### src/ppi_rem.sv
// Restoring remainder unit: 15-bit dividend by a 9-bit divisor, one bit a cycle.
`default_nettype none

module ppi_rem (
    input  wire logic        i_clk,
    input  wire logic        i_rst_n,
    input  wire logic        i_start,
    input  wire logic [14:0] i_num,
    input  wire logic [8:0]  i_den,
    output logic             o_done,
    output logic [8:0]       o_rem
);

    logic [14:0] r_num;
    logic [8:0]  r_den;
    logic [8:0]  r_rem;
    logic [3:0]  r_cnt;
    logic        r_busy;
    logic [9:0]  trial;
    logic [9:0]  diff;
    logic [8:0]  n_rem;

    // One restoring step
    always_comb begin
        trial = {r_rem, r_num[14]};
        diff  = trial - {1'b0, r_den};
        n_rem = (trial >= {1'b0, r_den}) ? diff[8:0] : trial[8:0];
    end

    // Iteration control
    always_ff @(posedge i_clk) begin
        if (!i_rst_n) begin
            r_busy <= 1'b0;
            o_done <= 1'b0;
            r_cnt  <= '0;
        end else begin
            o_done <= 1'b0;
            if (i_start) begin
                r_busy <= 1'b1;
                r_cnt  <= 4'd15;
            end else if (r_busy) begin
                r_cnt <= r_cnt - 4'd1;
                if (r_cnt == 4'd1) begin
                    r_busy <= 1'b0;
                    o_done <= 1'b1;
                end
            end
        end
    end

    // Datapath
    always_ff @(posedge i_clk) begin
        if (i_start) begin
            r_num <= i_num;
            r_den <= i_den;
            r_rem <= '0;
        end else if (r_busy) begin
            r_num <= {r_num[13:0], 1'b0};
            r_rem <= n_rem;
        end
    end

    assign o_rem = r_rem;

endmodule

`default_nettype wire

### config.mk
export PLATFORM = sky130hd
export DESIGN_NAME = ppi_rem
export DESIGN_NICKNAME = d
export VERILOG_FILES = /design/src/ppi_rem.sv
export SDC_FILE = /design/constraint.sdc
export NUM_CORES = 1
export LEC_CHECK = 0
export BUFFER_PORTS_ARGS = -buffer_cell sky130_fd_sc_hd__buf_4
export CORE_MARGIN = 2
export CORE_UTILIZATION = 50
export CTS_BUF_LIST = sky130_fd_sc_hd__clkbuf_16
export DETAILED_ROUTE_END_ITERATION = 6
export PLACE_DENSITY = 0.73
export SYNTH_ARGS = -nofsm -noshare
export SYNTH_HDL_FRONTEND = slang
export SYNTH_SLANG_ARGS = --single-unit
### constraint.sdc
create_clock -name i_clk -period 2.7 [get_ports i_clk]
set_input_delay 0.27 -clock i_clk [delete_from_list [all_inputs] [get_ports i_clk]]
set_output_delay 0.27 -clock i_clk [all_outputs]
set_load 0.05 [all_outputs]
==> qor.csv <==
stage,metric,value,unit
final_layout,Syn-to-layout area delta,22.0,%
grt,Total Routing Usage GR,18.7,%
route,WL/cell,14.6,um
die,die area,4660,um2
die,Starting Density,51.6,%
setup_path,CP most frequent cell,inv_1,
logic_synthesis,"Seq/Total Area, Yosys",49.4,%
timing,measured slew at the worst slew-check pin,0.487,ns
worst_hold_path,Min-Delay Path Class,input pin to flip-flop,
timing,Setup WS post-layout,0.289,ns
setup_path,Worst path depth,9,
logic_synthesis,"FFs w/ async S/R, synth",0,%
setup_path,worst reg-to-reg path cell count,9,
pwr,P per Cell Area,672,nW/um2
logic_synthesis,Syn Std Cell Area,2070,um2
setup_path,CP Buf/Inv Count,2,
logic_synthesis,Ys Warns,0,
grt,total global routing overflow,0,
final_layout,Multi-input gate area,968,um2
logic_synthesis,Post-Syn Area per Cell,11.4,um2
clock_tree,Sink Count,39,
final_layout,diode count,0,
die,Die Ht,68.3,um
clock_tree,clk root buf,clkbuf_16,
timing,RSZ-0062 raised after global routing,no,
place,dpl cell area,2370,um2
logic_synthesis,Synth Flop Type,edfxtp_1,
logic_synthesis,Unique masters post-synth,40,
clock_tree,H-tree depth,2,
setup_path,CP Capture Type,flip-flop,
final_layout,register area,1020,um2
logic_synthesis,"FF+latch count, synth",39,
die,Core Footprint,4000,um2
place,pre-CTS setup slack,0.177,ns
final_layout,share of cells above drive strength 1,30.3,%
logic_synthesis,Synth top cells by count,"edfxtp_1 (24), nor2_1 (16), dfxtp_1 (15), mux2_2 (15), inv_1 (13)",
setup_path,CP max FO,7,
run,max_cap viols,0,
clock_tree,Longest Clk Path Bufs,2,
place,Final GP Congestion,0.845,
timing,FMAX,415,MHz
timing,Final Hold Fails,0,
die,row count,23,
clock_tree,post-CTS setup buffers,0,
grt,vias in the first global route,1418,
setup_path,Critical Path Source Type,flip-flop,
logic_synthesis,post-synth top area share,34.9,%
setup_path,required time of the worst setup path,2.89,ns
logic_synthesis,top-count cell post-synth,edfxtp_1,
grt,first-pass GRT wire length,6.33,mm
die,Top Ports,37,
timing,final period utilization,89.3,%
route,drt pass-1 iters,4,
place,HPWL Detailed,2.81,mm
route,routed vias/inst,5.51,
setup_path,Crit Path Class,flip-flop to flip-flop,
logic_synthesis,Post-synth EDFFs,24,
pwr,Leakage,0.00107,uW
grt,largest net degree at the start of global routing,41,
logic_synthesis,dominant cells by area after synthesis,"edfxtp_1 (35%), dfxtp_1 (15%), mux2_2 (8.2%)",
worst_hold_path,worst hold path stage count,1,
timing,endpoints failing setup,0,
clock_tree,Clock Pin Slew Worst Setup and Hold Paths,0.05,ns
pwr,VDD IR max,416,uV
logic_synthesis,largest area contributor in the netlist,edfxtp_1,
route,remaining antenna violation count,0,
route,DRT iter0 DRCs,47,
setup_path,"CP delay by family, top",compound AO/OA/AOI/OAI gates,
setup_path,CP peak stage delay,0.41,ns
status,status,"complete, no violations",
clock_tree,CTS tree,built,
setup_path,worst path cell trace,inv_1 -> ha_1 -> inv_1 -> fa_1 -> a211oi_2 -> o21a_1 -> o211ai_2 -> mux2i_1 -> a211oi_1,
timing,Worst Skew,0.00403,ns
clock_tree,Num CTS Buffers,5,
setup_path,cell at the slowest stage of the critical path,fa_1,
route,final WL,3.92,mm
place,IO Port Bufs,36,
clock_tree,clk_lat worst skew,0.28,ns
grt,initial antenna violation count,0,
timing,Fin Setup TNS,0,ns
route,Vias,1477,
timing,Max-slew headroom,67.4,%
final_layout,"Design Area, Final",2520,um2
die,Die W,68.3,um
setup_path,Worst EP arrival,2.60,ns
final_layout,Fill cells,317,
timing,Tmin final,2.41,ns
timing,"Slew Viols, Final",0,
logic_synthesis,Syn Inst Count,181,
logic_synthesis,"Net Count, Synth",220,
route,drt drc,0,
final_layout,layout net count,256,
==> metrics by stage <==
step                hold WS, ns  utilization [%]  instances  total power, uW
global placement          0.448             59.3        260             1130
global route              0.154             63.0        268             1780
floorplan                 0.369                -        181             1030
detailed placement        0.449             59.3        260             1140
CTS                       0.159             62.9        268             1710
finish                    0.166             63.0        268             1690
==> flip-flops by register name, indices dropped and copies added, names as in the netlist <==
name / cells
r_cnt: 4
o_done: 1
r_den: 9
r_num: 15
o_rem: 9
r_busy: 1
==> where the power goes <==
| part | internal (uW) | switching (uW) |
|---|---|---|
| registers | 695 | 31.9 |
| logic | 177 | 230 |
| clock network | 337 | 223 |
==> final timing paths <==
| kind | from | end | slack (ns) |
|---|---|---|---|
| setup / recovery | r_num[14] | o_rem[3] | 0.29 |
| hold / removal | i_den[0] | r_den[0] | 0.17 |
| setup reg to reg | r_num[14] | o_rem[3] | 0.29 |
| hold reg to reg | o_rem[7] | o_rem[7] | 0.52 |
==> placed cells by master (no fill, tap or decap), types with 4 or more instances in the layout <==
cell type  count
nor2_1        16
mux2_2        15
xor2_1         5
inv_1         14
mux2i_1        6
buf_4         37
a211oi_1       6
a21oi_1        8
o211ai_1       4
clkbuf_16      5
edfxtp_1      24
o21a_1         5
nand2_1       10
ha_1          11
dfxtp_1       15
==> worst register-to-register path, stage by stage (launching register included) <==
cell	delay (ns)
edfxtp_1	0.38
inv_1	0.07
ha_1	0.15
inv_1	0.05
fa_1	0.41
a211oi_2	0.31
o21a_1	0.27
o211ai_2	0.22
mux2i_1	0.19
a211oi_1	0.26
==> logic make-up (layout without fill, tap and decap cells) <==
kind of cell,Yosys count,after routing,synth area share [%]
AOI/OAI and AO/OA,36,36,13.1
and+or+nand+nor,45,45,11.9
DFF,39,39,49.4
xor gates and xnor gates,7,7,2.97
muxes,21,21,11.1
adders and majority gates,12,12,7.63
buffers and inverters,21,58,3.94
==> area by class of cell <==
class	instances	share of cell area, %
clock buffers	5	4.97
clock inverters	3	0.645
inverters	13	1.94
multi-input cells	121	38.4
flip-flops and latches	39	40.5
well taps	50	2.48
repair buffers	37	11.0
==> metal layers <==
metal | up-vias | GRT usage, % | wire length, um
met1 | 706 | 21.6 | 1660
met2 | 32 | 32.5 | 2040
met3 | 10 | 4.77 | 140
met5 | - | 0 | 0
li1 | 729 | - | -
met4 | 0 | 8.25 | 82
==> repair_timing <==
| action | in CTS | in global routing |
|---|---|---|
| setup endpoints to repair | 0 | 2 |
| hold endpoints to repair | 0 | 0 |
| hold buffers | 0 | 0 |
| resized for setup | 0 | 1 |
(Power assumes the default switching activity.)
