File: src/ppi_mul.sv
// Two-stage signed multiplier with optional Q16 rounding, ties away from zero.
`default_nettype none

module ppi_mul (
    input  wire logic               i_clk,
    input  wire logic               i_rst_n,
    input  wire logic               i_start,
    input  wire logic signed [32:0] i_a,
    input  wire logic signed [17:0] i_b,
    input  wire logic               i_round,
    output logic                    o_done,
    output logic signed [49:0]      o_res
);

    logic [31:0] mag_a;
    logic [16:0] mag_b;
    logic [32:0] neg_a;
    logic [17:0] neg_b;
    logic        r_v1;
    logic        r_neg;
    logic        r_rnd;
    logic [48:0] r_prod;
    logic [48:0] rounded;

    // Magnitudes of the operands
    always_comb begin
        neg_a = -i_a;
        neg_b = -i_b;
        mag_a = i_a[32] ? neg_a[31:0] : i_a[31:0];
        mag_b = i_b[17] ? neg_b[16:0] : i_b[16:0];
    end

    // First stage: unsigned product
    always_ff @(posedge i_clk) begin
        r_prod <= mag_a * mag_b;
        r_neg  <= i_a[32] ^ i_b[17];
        r_rnd  <= i_round;
    end

    // Round back to Q16.16 when asked
    always_comb begin
        rounded = r_rnd ? ((r_prod + 49'd32768) >> 16) : r_prod;
    end

    // Second stage: apply the sign
    always_ff @(posedge i_clk) begin
        o_res <= r_neg ? -$signed({1'b0, rounded}) : $signed({1'b0, rounded});
    end

    // Done pulse: start delayed through r_v1, in step with the result
    always_ff @(posedge i_clk) begin
        if (!i_rst_n) begin
            r_v1   <= 1'b0;
            o_done <= 1'b0;
        end else begin
            r_v1   <= i_start;
            o_done <= r_v1;
        end
    end

endmodule

`default_nettype wire

File: config.mk
export PLATFORM = sky130hd
export DESIGN_NAME = ppi_mul
export DESIGN_NICKNAME = d
export VERILOG_FILES = /design/src/ppi_mul.sv
export SDC_FILE = /design/constraint.sdc
export NUM_CORES = 2
export LEC_CHECK = 0
export ABC_AREA = 1
export ABC_CLOCK_PERIOD_IN_PS = 10700
export BUFFER_PORTS_ARGS = -buffer_cell sky130_fd_sc_hd__buf_2
export CORE_MARGIN = 2
export CORE_UTILIZATION = 60
export CTS_CLUSTER_SIZE = 14
export DETAILED_ROUTE_END_ITERATION = 8
export HOLD_SLACK_MARGIN = 0.15
export PLACE_DENSITY = 0.78
export RECOVER_POWER = 100
export SLEW_MARGIN = 5
export SYNTH_ARGS = -nofsm -noshare
export SYNTH_HDL_FRONTEND = slang
export SYNTH_SLANG_ARGS = --single-unit
export TNS_END_PERCENT = 10
File: constraint.sdc
create_clock -name i_clk -period 10.7 [get_ports i_clk]
set_clock_uncertainty 0.1 [all_clocks]
set_input_delay 2.14 -clock i_clk [delete_from_list [all_inputs] [get_ports i_clk]]
set_output_delay 2.14 -clock i_clk [all_outputs]
set_load 0.02 [all_outputs]
==> summary.txt <==
Floorplanning
  – Core outline area: 0.0395 mm^2
  – Die area: 0.0414 mm^2
  – DIE WIDTH: about 200 um
  – Row Count: 73
  – Die Y: approximately 200 um
  – Initial Util: 60.5%
  – I/O pin count: 106

Clocking
  – H-tree depth: 3
  – Clk_lat worst skew: 0.36 ns
  – Cts-stage hold buffer count: 0
  – Clk buf depth: 2
  – Clock-pin slew on the worst setup and hold paths: roughly 0.07 ns
  – # resized after CTS: 0
  – Postcts setup bufs: 0
  – CTS tree: yes
  – TritonCTS Buffers: 9
  – CTS sink cnt: 103
  – Root Driver: clkbuf_16

Run status
  – Failing checks: capacitance limit, slew limit
  – Outcome: complete, but fails checks

Timing
  – Headroom to the max-slew limit: -110%
  – Final Setup Violations: 0
  – TNS Setup: 0 ns
  – Measured slew at the worst slew-check pin: 3.15 ns
  – Final period util: 94.7%
  – Max Clock Freq: 0.0987 GHz
  – Min Tclk post-route: 10.14 ns
  – Fin. Hold Viols: 0
  – Slew Limit Fails: 124
  – RSZ-0062 raised after global routing: no

Critical path
  – Reg-to-reg critical path startpoint: r_rnd$_DFF_P_
  – R2R Setup Slk: 4.44 ns
  – Largest fanout on the critical path: 17
  – R2r worst-path depth: 12
  – WP data required: 10.84 ns
  – Crit path launch type: input pin
  – Critical Path AT: approximately 10 ns
  – Reg2reg end: o_res[38]$_DFF_P_
  – Critical path endpoint category: register
  – Crit path kind: in -> reg

Synthesis
  – Netlist cell types: 50
  – Post-Syn Area per Cell: about 7.4 um^2
  – Main flop type after synthesis: dfxtp_1
  – Fraction of synthesized area in multiplexers: 0%
  – Largest family of logic cells by synthesized area: adder cells
  – EDFF count, synth: 0
  – Synth Cell Area: 0.0239 mm^2
  – Post-synthesis simple-gate area fraction: between 20% and 30%
  – Synth async-reset ratio: 0%
  – Synth warn: 0
  – Synth Net Count: about 3.9k
  – XOR/XNOR Fraction of Synth Area: 3.41%
  – Synth Area in Adders: 44.3%
  – Complex-gate fraction of the synthesized area: 4.21%
  – Post-Synthesis Cells: 3243
  – Sequential cell area fraction in the yosys report: between 8 and 9%
  – #FFs+latches synth: 103

Drt
  – Via Count: 21.2k
  – First DRT Iteration DRCs: 1722
  – Drt total wl: 74.6 mm
  – Via-to-Cell Ratio: 5.50
  – Drt pass-1 iters: 6
  – DR DRC count: 0
  – DRT antenna net count: 0
  – DR WL/cell: 19.3 um

Global route
  – Pin count of the biggest net entering global routing: 77
  – Vias in the first global route: 22.3k
  – Total GRT Usage: 37.7%
  – Initial antenna violation count: 1
  – Grt total ovfl: 0
  – First-pass GRT wire length: 120 mm

Cells and area
  – Most common cell after layout, fill and taps aside: nand2_1
  – Commonest non-fill, non-tap cells in the layout: nand2_1 (817), inv_1 (708), fa_1 (449)
  – Layout cells sized above 1: 7.01%
  – Fillers: 3699
  – Final nets: 3966
  – Area growth syn-to-layout: 6.39%

Min path
  – Hold Path Cell Cnt: 2
  – Hold Crit Start: r_v1$_SDFF_PN0_
  – Hold EP: o_done$_SDFF_PN0_
  – Hold Path Class: reg -> reg

Job
  – Max Cap Viol: 3

Placement
  – Port bufs: 105
  – Hpwl dp: 63.5 mm
  – RePlAce Congestion: 0.999
==> synth_stat cells (2+ instances only) <==
cell | number | share of area [%]
o21ai_2 | 5 | 0.18
a31oi_1 | 13 | 0.34
o21bai_1 | 4 | 0.13
nor3_1 | 19 | 0.40
buf_4 | 3 | 0.094
nor2_8 | 3 | 0.25
dfxtp_1 | 103 | 8.6
inv_2 | 11 | 0.17
a21boi_0 | 4 | 0.13
a21o_1 | 6 | 0.19
nor2_4 | 11 | 0.52
buf_2 | 17 | 0.36
or3_1 | 2 | 0.052
o21ai_0 | 53 | 1.1
clkbuf_1 | 68 | 1.1
nand2_2 | 32 | 0.84
a21oi_1 | 66 | 1.4
o2111ai_1 | 2 | 0.073
fa_1 | 449 | 38
inv_1 | 704 | 11
and2_1 | 8 | 0.21
xor2_1 | 60 | 2.2
buf_6 | 2 | 0.094
nand3b_1 | 10 | 0.31
nor3_2 | 2 | 0.084
o21a_1 | 3 | 0.094
buf_1 | 5 | 0.079
nand2_4 | 8 | 0.38
o21ai_1 | 13 | 0.27
and3_1 | 2 | 0.052
nand4_1 | 23 | 0.60
clkinv_1 | 5 | 0.079
ha_1 | 127 | 6.7
nand3_2 | 5 | 0.21
or2_2 | 24 | 0.63
nor2_1 | 370 | 5.8
nand2_1 | 813 | 13
xnor2_1 | 33 | 1.2
nor2_2 | 9 | 0.24
nand3_1 | 127 | 2.7
nor4_1 | 10 | 0.26
==> worst max-delay path, cell delays in order <==
cell and delay (ns):
clkbuf_1 0.35, o21ai_0 2.04, clkbuf_1 0.78, inv_1 0.42, nor2_1 0.21, ha_1 0.25
ha_1 0.30, ha_1 0.19, inv_1 0.07, fa_1 0.41, inv_1 0.07, ha_1 0.32
inv_1 0.14, fa_1 0.41, o21ai_0 0.18, clkbuf_1 0.28, a21boi_0 0.25, o21ai_0 0.42
a21boi_0 0.22, o21ai_0 0.49, a21oi_1 0.16, xnor2_1 0.15
==> metrics by stage <==
| step | std cells | utilization [%] | hold WS, ns | setup WS (ns) | cell area, um^2 |
|---|---|---|---|---|---|
| 2_1_floorplan | 3243 | - | 0.286 | 1.65 | 23900 |
| 3_3_place_gp | 3849 | 64.0 | 0.295 | 0.605 | 25200 |
| 3_5_place_dp | 3849 | 64.0 | 0.315 | 0.595 | 25200 |
| 4_1_cts | 3865 | 64.7 | 0.330 | 0.929 | 25500 |
| 5_1_grt | 3866 | 64.3 | 0.344 | 0.169 | 25400 |
| 6_report | 3866 | 64.3 | 0.324 | 0.565 | 25400 |
==> logic make-up (layout without fill, tap and decap cells) <==
family / Yosys count / in the layout
AO/OA/AOI/OAI: 177 / 177
XOR/XNOR: 93 / 93
other: 0 / 1
flip-flops: 103 / 103
adder cells (fa/ha/maj): 576 / 576
AND/OR/NAND/NOR: 1479 / 1479
buffers and inverters: 815 / 912
==> routing by layer <==
layer / routed length [um] / track usage [%] / vias up
met3: 7850 / 7.93 / 207
met5: 0 / 0 / -
met4: 3540 / 15.4 / 0
li1: - / - / 9735
met2: 33400 / 60.6 / 1092
met1: 29800 / 50.0 / 10200
==> state kept, by name, indices dropped and copies added, names as in the netlist <==
signal  count
r_rnd       1
r_neg       1
r_prod     49
r_v1        1
o_done      1
o_res      50
==> layout make-up <==
class | instances | area (um^2) | share of cell area [%]
Multi-Input combinational cell | 2325 | 18700 | 73.5
Antenna cell | 1 | 2.50 | 0.00986
Clock inverter | 7 | 73.8 | 0.291
Clock buffer | 9 | 225 | 0.887
Inverter | 720 | 2700 | 10.6
Timing Repair Buffer | 176 | 992 | 3.91
Sequential cell | 103 | 2060 | 8.14
Tap cell | 525 | 657 | 2.59
==> worst max path at each step <==
stage,from,end,slack [ns],cells past startpoint
final,i_b[17],r_prod[32]$_DFF_P_,0.56,22
after global routing,i_a[0],r_prod[33]$_DFF_P_,0.17,37
after CTS,i_a[0],r_prod[33]$_DFF_P_,0.93,37
after detailed placement,i_a[0],r_prod[33]$_DFF_P_,0.59,37
after global placement,i_a[0],r_prod[48]$_DFF_P_,0.61,34
after floorplan,i_b[0],r_prod[33]$_DFF_P_,1.65,33
Power is not shown: default switching activity piles up to over one toggle a cycle in this logic, so the estimate is an artifact.
